<file path="config.mk">
export PLATFORM = sky130hd
export DESIGN_NAME = thl_queue
export DESIGN_NICKNAME = d
export VERILOG_FILES = /design/src/rtl/core/thl_pkg.sv /design/src/rtl/core/thl_queue.sv
export SDC_FILE = /design/constraint.sdc
export NUM_CORES = 1
export LEC_CHECK = 0
export BUFFER_PORTS_ARGS = -buffer_cell sky130_fd_sc_hd__buf_2
export CAP_MARGIN = 20
export CORE_MARGIN = 4
export CORE_UTILIZATION = 52
export CTS_CLUSTER_SIZE = 30
export DETAILED_ROUTE_END_ITERATION = 12
export PLACE_DENSITY_LB_ADDON = 0.08
export SETUP_SLACK_MARGIN = 0.4
export SYNTH_ARGS = -nofsm -noshare
export SYNTH_HDL_FRONTEND = slang
export SYNTH_SLANG_ARGS = --single-unit
</file>
<file path="constraint.sdc">
create_clock -name clock -period 4.7 [get_ports clock]
set_clock_uncertainty 0.2 [all_clocks]
set_input_delay 0.705 -clock clock [delete_from_list [all_inputs] [get_ports clock]]
set_output_delay 0.705 -clock clock [all_outputs]
set_load 0.01 [all_outputs]
</file>
<file path="src/rtl/core/thl_pkg.sv">
// Shared constants, command type and helper functions for the timed history lookback block.
package thl_pkg;

   // Geometry of the histories.
   localparam int CHANNELS    = 6;
   localparam int DEPTH       = 160;

   // Field widths of the request and response items.
   localparam int REQ_W       = 2;
   localparam int CHANNEL_W   = 3;
   localparam int ELAPSED_W   = 16;
   localparam int PAYLOAD_W   = 64;
   localparam int TOTAL_W     = 24;

   // Derived widths.
   localparam int CH_W        = (CHANNELS > 1) ? $clog2(CHANNELS) : 1;
   localparam int SLOT_W      = (DEPTH > 1) ? $clog2(DEPTH) : 1;
   localparam int FILL_W      = $clog2(DEPTH + 1);
   localparam int ADDR_W      = (CHANNELS * DEPTH > 1) ? $clog2(CHANNELS * DEPTH) : 1;

   // Command queue between the front and back parts.
   localparam int QUEUE_DEPTH = 2;
   localparam int QPTR_W      = (QUEUE_DEPTH > 1) ? $clog2(QUEUE_DEPTH) : 1;
   localparam int QCNT_W      = $clog2(QUEUE_DEPTH + 1);

   // Request codes as they arrive on the input channel.
   localparam logic [REQ_W-1:0] REQ_ADD    = 2'd0;
   localparam logic [REQ_W-1:0] REQ_CLEAR  = 2'd1;
   localparam logic [REQ_W-1:0] REQ_LOOKUP = 2'd2;

   // Classified operations handed to the back part.
   localparam int OP_W = 2;
   localparam logic [OP_W-1:0] OP_NOP    = 2'd0;
   localparam logic [OP_W-1:0] OP_ADD    = 2'd1;
   localparam logic [OP_W-1:0] OP_CLEAR  = 2'd2;
   localparam logic [OP_W-1:0] OP_LOOKUP = 2'd3;

   localparam logic [TOTAL_W-1:0] TOTAL_MAX = '1;

   typedef struct packed {
      logic [OP_W-1:0]      op;
      logic [CH_W-1:0]      ch;
      logic [ELAPSED_W-1:0] elapsed;
      logic [PAYLOAD_W-1:0] payload;
      logic [TOTAL_W-1:0]   target;
   } thl_cmd_type;

   // First record address of a channel's region in the record memory.
   function automatic logic [ADDR_W-1:0] chan_base(input logic [CH_W-1:0] ch);
      return ADDR_W'(ch) * ADDR_W'(DEPTH);
   endfunction

   // Ring slot one step older.
   function automatic logic [SLOT_W-1:0] slot_next(input logic [SLOT_W-1:0] slot);
      return (slot == SLOT_W'(DEPTH - 1)) ? '0 : slot + SLOT_W'(1);
   endfunction

   // Ring slot one step newer.
   function automatic logic [SLOT_W-1:0] slot_prev(input logic [SLOT_W-1:0] slot);
      return (slot == '0) ? SLOT_W'(DEPTH - 1) : slot - SLOT_W'(1);
   endfunction

endpackage

</file>
<file path="src/rtl/core/thl_queue.sv">
// Short command queue that decouples the front part from the back part.
module thl_queue (
   input  logic                 clock,
   input  logic                 reset,
   input  logic                 push_valid,
   output logic                 push_ready,
   input  thl_pkg::thl_cmd_type push_cmd,
   output logic                 pop_valid,
   input  logic                 pop_ready,
   output thl_pkg::thl_cmd_type pop_cmd
);
   import thl_pkg::*;

   thl_cmd_type        entries_ff [QUEUE_DEPTH];
   logic [QPTR_W-1:0]  wr_ptr_ff, wr_ptr_in;
   logic [QPTR_W-1:0]  rd_ptr_ff, rd_ptr_in;
   logic [QCNT_W-1:0]  count_ff, count_in;
   logic               push, pop;

   function automatic logic [QPTR_W-1:0] ptr_step(input logic [QPTR_W-1:0] ptr);
      return (ptr == QPTR_W'(QUEUE_DEPTH - 1)) ? '0 : ptr + QPTR_W'(1);
   endfunction

   assign push_ready = (count_ff != QCNT_W'(QUEUE_DEPTH));
   assign pop_valid  = (count_ff != '0);
   assign pop_cmd    = entries_ff[rd_ptr_ff];
   assign push       = push_valid && push_ready;
   assign pop        = pop_valid && pop_ready;

   // Pointer and occupancy update.
   always_comb begin
      wr_ptr_in = push ? ptr_step(wr_ptr_ff) : wr_ptr_ff;
      rd_ptr_in = pop ? ptr_step(rd_ptr_ff) : rd_ptr_ff;
      count_in  = count_ff;
      if (push && !pop) begin
         count_in = count_ff + QCNT_W'(1);
      end else if (pop && !push) begin
         count_in = count_ff - QCNT_W'(1);
      end
   end

   always_ff @(posedge clock) begin
      if (reset) begin
         wr_ptr_ff <= '0;
         rd_ptr_ff <= '0;
         count_ff  <= '0;
      end else begin
         wr_ptr_ff <= wr_ptr_in;
         rd_ptr_ff <= rd_ptr_in;
         count_ff  <= count_in;
      end
   end

   // Queue storage.
   always_ff @(posedge clock) begin
      if (push) begin
         entries_ff[wr_ptr_ff] <= push_cmd;
      end
   end

`ifndef SYNTHESIS
   assert property (@(posedge clock) disable iff (reset)
      count_ff <= QCNT_W'(QUEUE_DEPTH))
      else $error("command queue occupancy beyond its depth");

   assert property (@(posedge clock) disable iff (reset)
      pop && !push |=> count_ff == $past(count_ff) - QCNT_W'(1))
      else $error("command queue occupancy did not fall on a lone pop");
`endif

endmodule

</file>
### After elaboration in Yosys (flattened, before gate mapping)

Memories as Yosys holds them, arrays and structs flattened. A register that Yosys moved wholly into a read port is not among the register bits.
Index checks and enable logic that the tools add are counted.

| word-level totals | value |
|---|---|
| bits in registers | 4 |
| bits in writable memories | 218 |
| input bits | 113 |
| output and inout port bits | 111 |
| logic and storage cells | 25 |
| memories kept | 1 |

| cells by class | value |
|---|---|
| $add $sub $neg | 4 |
| equality and inequality tests | 1 |
| mux-type cells | 8 |
| reduce and logical (&&, ||, !) cells | 8 |

Memory list:

| memory | words | bits a word | read ports | clocked after memory_dff | wr ports | RTL line | text |
|---|---|---|---|---|---|---|---|
| entries_ff | 2 | 109 | 1 | 1 | 1 | thl_queue.sv:14 | `thl_cmd_type entries_ff [QUEUE_DEPTH];` |

Operators by type and width:

| operator | count |
|---|---|
| 2-to-1 mux 1 bit | 6 |
| logical AND 1 bit | 4 |
| 2-to-1 mux 2 bit | 2 |
| nonzero test 2 bit | 2 |
| adder 1 bit (second input constant) | 2 |
| adder 2 x 1 -> 2 bit (second input constant) | 1 |
| zero test 1 bit | 2 |
| != test 2 bit (second input constant) | 1 |
| subtractor 2 x 1 -> 2 bit (second input constant) | 1 |

### Longest topological paths before layout

Gate-level depths: netlist of the first run.

| depth | value |
|---|---|
| depth after elaboration | 6 |
| mapped depth | 6 |
| gate-level depth less buffers | 6 |

### Worst setup path after synthesis of the first run

No wires, ideal clock.

| timing path | value |
|---|---|
| path type | in2reg |
| from | input port push_valid |
| to | memory entries_ff[1][0] (netlist name), enable pin |
| setup time | 481 ps |
| arrival | 3,274 ps |
| data required time | 4,019 ps |
| setup slack | 745 ps |
| stages | 1 |
| path buffers | 0 |
| cells stage by stage | and3_1 |

| between the ends | value |
|---|---|
| longest elaborated chain between the ends | 3 |

Ends and longest elaborated chain:

| item | RTL line | text |
|---|---|---|
| start: declaration | thl_queue.sv:5 | `input logic push_valid,` |
| logical AND 1 bit | thl_queue.sv:27 | `assign push = push_valid && push_ready;` |
| 2-to-1 mux 1 bit | thl_queue.sv:56 | `if (push) begin` |
| 2-to-1 mux 1 bit (implied by the code) | thl_queue.sv:57 | `entries_ff[wr_ptr_ff] <= push_cmd;` |
| end: declaration | thl_queue.sv:14 |  |

Every way passes these cells.

==> results of run 1 <==
==> cells by family after synthesis <==
kind of cell             after synthesis
adder cells (fa/ha/maj)                1
XOR/XNOR                               3
buffers and inverters                 13
flip-flops                           223
AO/OA/AOI/OAI                          5
AND/OR/NAND/NOR                        9
multiplexers                         109
==> worst reg2reg max path: stages (launching register included) <==
cell	delay, ps
dfxtp_1	400
nand2b_1	230
nand3b_1	180
inv_4	430
buf_12	330
buf_4	320
==> per-stage QoR <==
step / utilization (%) / worst slack (ps)
2_1_floorplan: - / 745
3_3_place_gp: 62.1 / 1950
4_1_cts: 67.4 / 1430
3_5_place_dp: 62.1 / 1940
6_report: 67.6 / 1480
5_1_grt: 67.6 / 1360
==> layer usage <==
| layer | track usage, % | part of all wire [%] | vias to the layer above |
|---|---|---|---|
| met2 | 28.2 | 49 | 162 |
| met5 | 0 | 0.16 | - |
| met1 | 21.3 | 39 | 2045 |
| met3 | 5.74 | 8.4 | 37 |
| li1 | - | - | 1928 |
| met4 | 5.83 | 3.0 | 6 |
==> cells in the mapped netlist <==
library cell and n:
edfxtp_1 218, mux2_2 99, mux2_4 10, buf_2 9, dfxtp_1 5, buf_6 3
nor2_1 3, xor2_1 3, a21oi_1 2, o21ai_0 2, a21bo_2 1, and2_1 1
and3_1 1, ha_1 1, inv_1 1, nand2b_1 1, nand3b_1 1, or2_2 1
or3_1 1
==> final cells by class <==
class                   instances  area [sq um]
diodes                          3          7.51
clock buffers                  30           632
clock inverters                11           179
fillers                      1053          4940
inverters                       1          6.26
multi-input cells             127          1390
flip-flops and latches        223          6650
well taps                     211           264
repair buffers                228          1190
==> registers in the layout, indices dropped and copies added (netlist names), named ones only <==
signal      flops
count_ff        2
entries_ff    218
rd_ptr_ff       1
wr_ptr_ff       1
==> final timing paths <==
| path | start | endpoint | slack (ps) | cells after the start |
|---|---|---|---|---|
| hold reg to reg | rd_ptr_ff$_SDFFE_PP0P_ | flop | 310 | 2 |
| hold / removal | push_cmd[17] | entries_ff[1][17]$_DFFE_PP_ | 200 | 1 |
| setup / recovery | flop | pop_cmd[4] | 1480 | 3 |
| setup reg to reg | count_ff[0]$_SDFFE_PP0P_ | entries_ff[0][74]$_DFFE_PP_ | 2300 | 5 |
==> power by group through the flow <==
stage / logic, mW / registers, mW / clock network, mW
3_5_place_dp: 1.24 / 2.66 / 0
3_3_place_gp: 1.23 / 2.65 / 0
2_1_floorplan: 0.835 / 2.59 / 0
6_report: 1.24 / 2.61 / 1.91
4_1_cts: 1.25 / 2.62 / 1.95
5_1_grt: 1.34 / 2.64 / 2.04
==> out/qor.csv, run 1 <==
stage,metric,value,unit
run_status,outcome,"complete, no violations",
synthesis,netlist_area,8110,sq um
timing,hold_ws,203,ps
routing,ant_nets,0,
clock_tree,hold_buffers,0,
cells_and_area,stdcell_area,10300,sq um
timing,drv_slew,0,
grt,grt_start_max_net_pins,110,
synthesis,ys_seq_elements,223,
timing,period_share,68.6,%
floorplanning,fp.coreArea,15300,sq um
timing,period_minus_slack,3220,ps
pwr,sequentialPowerShare,45.4,%
synthesis,muxShareOfSynthArea,15.6,%
cells_and_area,instances_no_fill,834,
floorplanning,io_pins,224,
setup_path,startpoint_type,flop,
synthesis,syn_nets,477,
clock_tree,cts_inserted_buffers,23,
synthesis,synthXorXnorAreaFrac,0.324,%
synthesis,syn_avg_cell_area,22.3,sq um
synthesis,synth_top_family_by_area,multiplexers,
timing,tns,0,ps
synthesis,synth.distinct_cells,19,
routing,drt_iter0_drc,240,
synthesis,yosys.area_share.adder,0.154,%
placed_design,placed_cells,789,
grt,grt_first_pass_wirelength,23.7,mm
routing,num_vias,4178,
setup_path,crit_chain,"buf_12, mux2_2, buf_2",
setup_path,critPathMaxFanout,56,
clock_tree,clock_latency,490,ps
clock_tree,cts_post_setup_buffers_inserted,0,
routing,dr.pass1.iters,6,
grt,overflow,0,
pwr,power_density,558,nW/um^2
synthesis,synth_top_area_share,80.7,%
pwr,peakVddDrop,0.000335,V
clock_tree,clkTransAtPathRegs,60,ps
cells_and_area,area_growth,27.2,%
synthesis,yosys.area_share.simple,0.617,%
timing,setup_viol,0,
setup_path,crit_family,flip-flops,
synthesis,synth.area.top_cells,"edfxtp_1 (81%), mux2_2 (14%), mux2_4 (1.9%), dfxtp_1 (1.2%), buf_2 (0.56%)",
synthesis,netlist_instances,363,
clock_tree,clk_path_buf_depth,3,
floorplanning,start_util,53.2,%
floorplanning,die_y,133,um
grt,grt_pass1_vias,4518,
routing,vias_per_cell,5.01,
pwr,p_sw_share,25.1,%
setup_path,arrival,2320,ps
grt,antenna_found_initial,6,
timing,hold_violations,0,
placed_design,port_buffers,223,
synthesis,seq_area_frac_synth,81.9,%
routing,drc,0,
setup_path,worstPathRequired,3800,ps
setup_path,crit_buf_inv,2,
pwr,switchingPower,1.44,mW
synthesis,synth_compound_area_share,0.370,%
floorplanning,die-area,17700,sq um
pwr,p_leak,3.87,nW
pwr,p_clk_share,33.1,%
cells_and_area,nets,718,
routing,wire_per_inst,18.4,um
timing,max_clock_freq,310,MHz
placed_design,dp_hpwl,9.92,mm
placed_design,place_congestion,0.765,
pwr,power,5.75,mW
setup_path,slowest_delay,850,ps
placed_design,place_area,9480,sq um
floorplanning,num_rows,45,
grt,track_usage,17.1,%
setup_path,cp-end-kind,output pin,
flow_run,cap_violations,0,
clock_tree,cts_sinks,223,
clock_tree,cts_resized,0,
cells_and_area,layout_common_cells,"buf_2 (223), edfxtp_1 (218), mux2_2 (99)",
pwr,pwr-share-comb,21.5,%
clock_tree,cts_htree_levels,1,
min_path,hold_path.class,input pin to flop,
clock_tree,cts-root-buf,clkbuf_16,
synthesis,yosysWarnings,0,
synthesis,synth_top_cell_by_area,edfxtp_1,
pwr,internal-power,4.31,mW
routing,wl,15.3,mm
setup_path,crit_type,flop to output pin,
cells_and_area,layout_commonest_cell,buf_2,
timing,rsz0062_at_grt,false,
setup_path,slowest_stage,dfxtp_4,
clock_tree,cts_tree,built,
timing,slew_headroom,47.7,%
timing,worst_pin_slew,784,ps
floorplanning,die_x,133,um
cells_and_area,drive_above_1_share,60.6,%
No activity file was read; power rests on OpenSTA's default activity.
==> inputs of run 2 (changes only) <==
Clock period 4.7 ns to 3.2 ns, I/O delays scaled along.
==> run 2 against run 1 <==
Effect of this change: worst hold slack got worse by 180 ps; via count rose by 11%; sequential power up 45%; flip-flop and latch count unchanged; utilization is 6.9 points higher; combinational power up 65%; critical path depth unchanged; count of clock-buffer cells in the layout increased by 1; power grew 45%; register-to-register slack worse by 1000 ps; largest cell class unchanged; highest routed layer is now met4.
==> out/qor.csv, run 2 (synthesized netlist as in run 1, its figures left out) <==
stage,metric,value,unit
run_status,outcome,"complete, no violations",
placed_design,place_congestion,0.745,
timing,slew_headroom,59.2,%
grt,track_usage,18.5,%
clock_tree,clock_latency,480,ps
floorplanning,die-area,17700,sq um
setup_path,critPathMaxFanout,42,
routing,wl_met1,6.38,mm
timing,tns,0,ps
grt,grt_start_max_net_pins,65,
cells_and_area,drive_above_1_share,51.7,%
routing,wl,16.5,mm
pwr,power_density,733,nW/um^2
cells_and_area,antenna_cells,0,
clock_tree,cts-root-buf,clkbuf_16,
routing,met2_length,8.59,mm
clock_tree,cts_tree,built,
clock_tree,cts_htree_levels,1,
pwr,p_leak,4.32,nW
floorplanning,io_pins,224,
routing,vias_per_cell,4.93,
grt,antenna_found_initial,0,
setup_path,startpoint_type,flop,
cells_and_area,layout_commonest_cell,buf_2,
pwr,peakVddDrop,0.000453,V
floorplanning,die_y,133,um
placed_design,placed_cells,793,
timing,hold_violations,0,
grt,grt_first_pass_wirelength,26.0,mm
min_path,hold_path.class,input pin to flop,
routing,dr.pass1.iters,4,
setup_path,cp-end-kind,output pin,
flow_run,cap_violations,0,
clock_tree,clkTransAtPathRegs,60,ps
floorplanning,start_util,53.2,%
clock_tree,cts_resized,0,
floorplanning,num_rows,45,
routing,met3RoutedLength,1.09,mm
cells_and_area,top_register,entries_ff,
routing,drc,0,
cells_and_area,nets,831,
floorplanning,die_x,133,um
floorplanning,fp.coreArea,15300,sq um
routing,num_vias,4650,
cells_and_area,instances_no_fill,944,
cells_and_area,layout_common_cells,"buf_2 (223), edfxtp_1 (218), dlygate4sd3_1 (109)",
timing,period_minus_slack,2580,ps
cells_and_area,reg_top3,"entries_ff: 218 flops, count_ff: 2 flops",
routing,drt_iter0_drc,227,
grt,grt_pass1_vias,5056,
setup_path,worstPathRequired,2520,ps
setup_path,arrival,1900,ps
timing,drv_slew,0,
setup_path,crit_type,flop to output pin,
grt,overflow,0,
placed_design,dp_hpwl,10.3,mm
cells_and_area,fill_cells,919,
timing,max_clock_freq,388,MHz
timing,period_share,80.5,%
timing,setup_viol,0,
clock_tree,cts_sinks,223,
routing,wire_per_inst,17.5,um
timing,worst_pin_slew,612,ps
routing,top_layer,met4,
routing,ant_nets,0,
clock_tree,cts_inserted_buffers,23,
clock_tree,clk_path_buf_depth,3,
cells_and_area,largest_register_ffs,218,
cells_and_area,area_growth,40.2,%
placed_design,port_buffers,223,
timing,rsz0062_at_grt,false,
==> run 2: cell types whose count changed in the layout (fill, tap and decap cells not counted), sizes merged <==
cell         change
diode            -3
bufinv           -3
buf              +4
clkinv           +3
clkbuf           +1
inv              -1
dlygate4sd3    +109
==> run 2: layout make-up <==
cell class	count	area, sq um	share of cell area [%]
clock inverters	10	95.1	0.836
clock buffers	31	626	5.50
well taps	211	264	2.32
inverters	1	7.51	0.0660
repair buffers	341	2330	20.5
multi-input cells	127	1400	12.3
flip-flops and latches	223	6650	58.5
==> run 2: power by group <==
part / internal [mW] / total (mW) / switching (mW)
clock network: 1.52 / 2.51 / 0.988
logic: 1.02 / 2.04 / 1.02
registers: 3.65 / 3.78 / 0.130
==> run 2: worst max-delay path, stage by stage, from the launching register on <==
cell	delay [ps]
dfxtp_4	550
buf_12	300
mux2_2	400
buf_2	150
==> run 2: final timing paths <==
| check | start | end | slack, ps | cells after the start |
|---|---|---|---|---|
| setup / recovery | flop | pop_cmd[94] | 620 | 3 |
| hold / removal | reset | count_ff[0]$_SDFFE_PP0P_ | 20 | 2 |
| setup reg to reg | count_ff[0]$_SDFFE_PP0P_ | entries_ff[0][62]$_DFFE_PP_ | 1300 | 4 |
| hold reg to reg | rd_ptr_ff$_SDFFE_PP0P_ | flop | 310 | 2 |
==> run 2: layer usage <==
metal  track usage [%]  vias up
met3              4.60       33
met2              33.2      166
met1              22.0     2298
li1                  -     2153
met5                 0        -
met4              5.60        0
==> run 2: stage by stage <==
| step | util, % | instance area (sq um) | power (mW) | hold WS, ps | worst slack [ps] |
|---|---|---|---|---|---|
| after floorplan | - | 8130 | 5.03 | 272 | 362 |
| after global placement | 62.5 | 9530 | 5.72 | 283 | 950 |
| after detailed placement | 62.5 | 9530 | 5.76 | 291 | 928 |
| after CTS | 74.4 | 11300 | 8.39 | 3.45 | 403 |
| after global routing | 74.5 | 11400 | 8.72 | 20.0 | 537 |
| final | 74.5 | 11400 | 8.33 | 24.9 | 624 |
==> run 2: timing repair <==
action | CTS | global route
setup buffers | 0 | 1
hold endpoints to repair | 218 | 0
setup endpoints to repair | 0 | 70
hold buffers | 109 | 0
==> inputs of run 3 (changes only) <==
Settings changed: ABC_AREA set to 1, CORE_UTILIZATION 52 to 47.
Clock period 3.2 ns to 2.2 ns, I/O delays scaled along.
==> run 3 against run 2 <==
Effect of this change: the run now ends with negative setup slack left; first-iteration DRC count is 0.88% lower; routed wire length rose by 7.2%; global-route usage shrank 1.5 points; critical endpoint is now pop_cmd[23]; largest cell class unchanged; highest routed layer unchanged.
==> out/qor.csv, run 3 <==
stage,metric,value,unit
timing,setup_viol,10,
timing,period_minus_slack,2210,ps
pwr,p_sw_share,25.7,%
placed_design,port_buffers,223,
synthesis,netlist_area,8130,sq um
synthesis,yosysWarnings,0,
placed_design,placed_cells,814,
setup_path,worstPathRequired,1670,ps
grt,antenna_found_initial,0,
floorplanning,io_pins,224,
pwr,pwr-share-comb,26.5,%
clock_tree,cts-root-buf,clkbuf_16,
timing,max_clock_freq,453,MHz
floorplanning,start_util,48.5,%
synthesis,synthTopCellsByCount,"edfxtp_1 (218), mux2_2 (99), mux2_4 (10)",
timing,period_share,100,%
cells_and_area,antenna_cells,0,
grt,overflow,0,
setup_path,cp-end-kind,output pin,
floorplanning,die_y,140,um
grt,met1_usage,20.1,%
routing,dr.pass1.iters,4,
run_status,violations,negative setup slack,
timing,worst_pin_slew,407,ps
clock_tree,clk_path_buf_depth,3,
synthesis,synth.most_common_cell,edfxtp_1,
routing,drt_iter0_drc,225,
timing,rsz0062_at_grt,true,
routing,vias_per_cell,4.83,
synthesis,synth.distinct_cells,14,
routing,ant_nets,0,
cells_and_area,reg_top3,"entries_ff: 218 flops, count_ff: 2 flops",
pwr,sequentialPowerShare,44.4,%
cells_and_area,layout_commonest_cell,edfxtp_1,
grt,grt_pass1_vias,5087,
routing,wire_per_inst,18.2,um
cells_and_area,instances_no_fill,973,
timing,setup_ws,-9.19,ps
cells_and_area,nets,852,
floorplanning,die-area,19500,sq um
timing,drv_slew,0,
synthesis,async_flop_share,0,%
synthesis,netlist_instances,376,
cells_and_area,layout_common_cells,"edfxtp_1 (218), buf_2 (196), dlygate4sd3_1 (111)",
synthesis,synth_top_cell_by_area,edfxtp_1,
grt,grt_first_pass_wirelength,26.5,mm
pwr,peakVddDrop,0.000639,V
grt,grtUsageMet3,4.39,%
pwr,internal-power,9.22,mW
clock_tree,cts_tree,built,
clock_tree,cts_inserted_buffers,23,
floorplanning,fp.coreArea,16800,sq um
synthesis,syn_avg_cell_area,21.6,sq um
clock_tree,clkTransAtPathRegs,60,ps
pwr,p_leak,4.54,nW
setup_path,crit_type,flop to output pin,
synthesis,syn_nets,490,
synthesis,synth.area.top_cells,"edfxtp_1 (81%), mux2_2 (14%), mux2_4 (1.8%), dfxtp_1 (1.2%), buf_2 (0.55%)",
pwr,power,12.4,mW
setup_path,arrival,1680,ps
run_status,outcome,"finished, violations left",
synthesis,synthFlopType,edfxtp_1,
grt,track_usage,17.0,%
clock_tree,cts_sinks,223,
floorplanning,num_rows,47,
timing,hold_violations,0,
synthesis,seq_area_frac_synth,81.8,%
synthesis,synth_top_area_share,80.5,%
setup_path,startpoint_type,flop,
routing,num_vias,4704,
pwr,p_clk_share,29.0,%
synthesis,ys_seq_elements,223,
timing,slew_headroom,72.9,%
min_path,hold_path.class,input pin to flop,
cells_and_area,largest_register_ffs,218,
grt,busiest_layer,met2,
pwr,power_density,1050,nW/um^2
grt,grt_use_met2,29.9,%
pwr,switchingPower,3.20,mW
clock_tree,clock_latency,490,ps
flow_run,cap_violations,0,
setup_path,critPathMaxFanout,16,
floorplanning,die_x,140,um
synthesis,synth_enable_flop_cells,218,
clock_tree,cts_htree_levels,1,
grt,grt_start_max_net_pins,67,
routing,wl,17.7,mm
placed_design,dp_hpwl,10.4,mm
routing,drc,0,
placed_design,place_congestion,0.760,
cells_and_area,drive_above_1_share,51.0,%
cells_and_area,top_register,entries_ff,
cells_and_area,area_growth,45.2,%
-- run 3: per-stage QoR --
step           hold slack, ps  setup TNS, ps  util [%]  area (sq um)  worst slack [ps]
2_1_floorplan             229        -121850         -          8160              -569
3_3_place_gp              284              0      57.4          9620               355
3_5_place_dp              293              0      57.4          9620               356
4_1_cts                  16.3          -2150      68.8         11500             -45.3
5_1_grt                   105          -2910      70.4         11800             -56.5
6_report                 41.8          -39.6      70.4         11800             -9.19
-- run 3: power by group through the flow --
stage / clock, mW / sequential [mW] / combinational [mW]
global placement: 0 / 5.61 / 2.65
finish: 3.60 / 5.52 / 3.30
detailed placement: 0 / 5.64 / 2.69
floorplan: 0 / 5.58 / 1.66
global route: 3.90 / 5.57 / 3.55
CTS: 3.70 / 5.53 / 3.00
-- run 3: per-layer routing --
metal | routed length (um) | vias to the layer above
met4 | 556 | 0
met2 | 9190 | 168
met5 | 0 | -
met3 | 1200 | 43
met1 | 6730 | 2291
li1 | - | 2202
-- run 3: final timing paths --
check | to | slack, ps | start | depth (start not counted)
worst min register to register | rd_ptr_ff$_SDFFE_PP0P_ | 300 | rd_ptr_ff$_SDFFE_PP0P_ | 2
worst min-delay path | wr_ptr_ff$_SDFFE_PP0P_ | 40 | push_valid | 4
worst max register to register | entries_ff[0][57]$_DFFE_PP_ | 540 | count_ff[0]$_SDFFE_PP0P_ | 5
worst max-delay path | pop_cmd[23] | -9 | flop | 4
-- run 3: timing repair --
action,in CTS,in global routing
buffers inserted,2,2
endpoints found under the hold margin,223,0
resized for setup,17,33
hold buffers,111,0
cloned,0,4
setup endpoints to repair,109,110
pin swaps,0,0
-- run 3: worst max-delay path: stages, from the launching register on --
cell and delay (ps):
dfxtp_4 360, buf_12 140, clkbuf_16 190, mux2_2 340, buf_2 140
-- run 3: kinds of logic (layout without fill, tap and decap cells) --
kind of cell | count (synthesis) | in the layout | synth area share, %
AO/OA/AOI/OAI | 4 | 4 | 0.246
adder cells (fa/ha/maj) | 1 | 1 | 0.154
buffers and inverters | 20 | 397 | 1.34
flip-flops | 223 | 223 | 81.8
multiplexers | 109 | 109 | 15.6
AND/OR/NAND/NOR | 19 | 19 | 0.939
-- run 3: cell type report --
cell class              instances  area [sq um]
well taps                     220           275
repair buffers                349          2670
clock inverters                10          97.6
clock buffers                  30           602
inverters                       8          30.0
flip-flops and latches        223          6650
multi-input cells             133          1480
fillers                      1113          4950
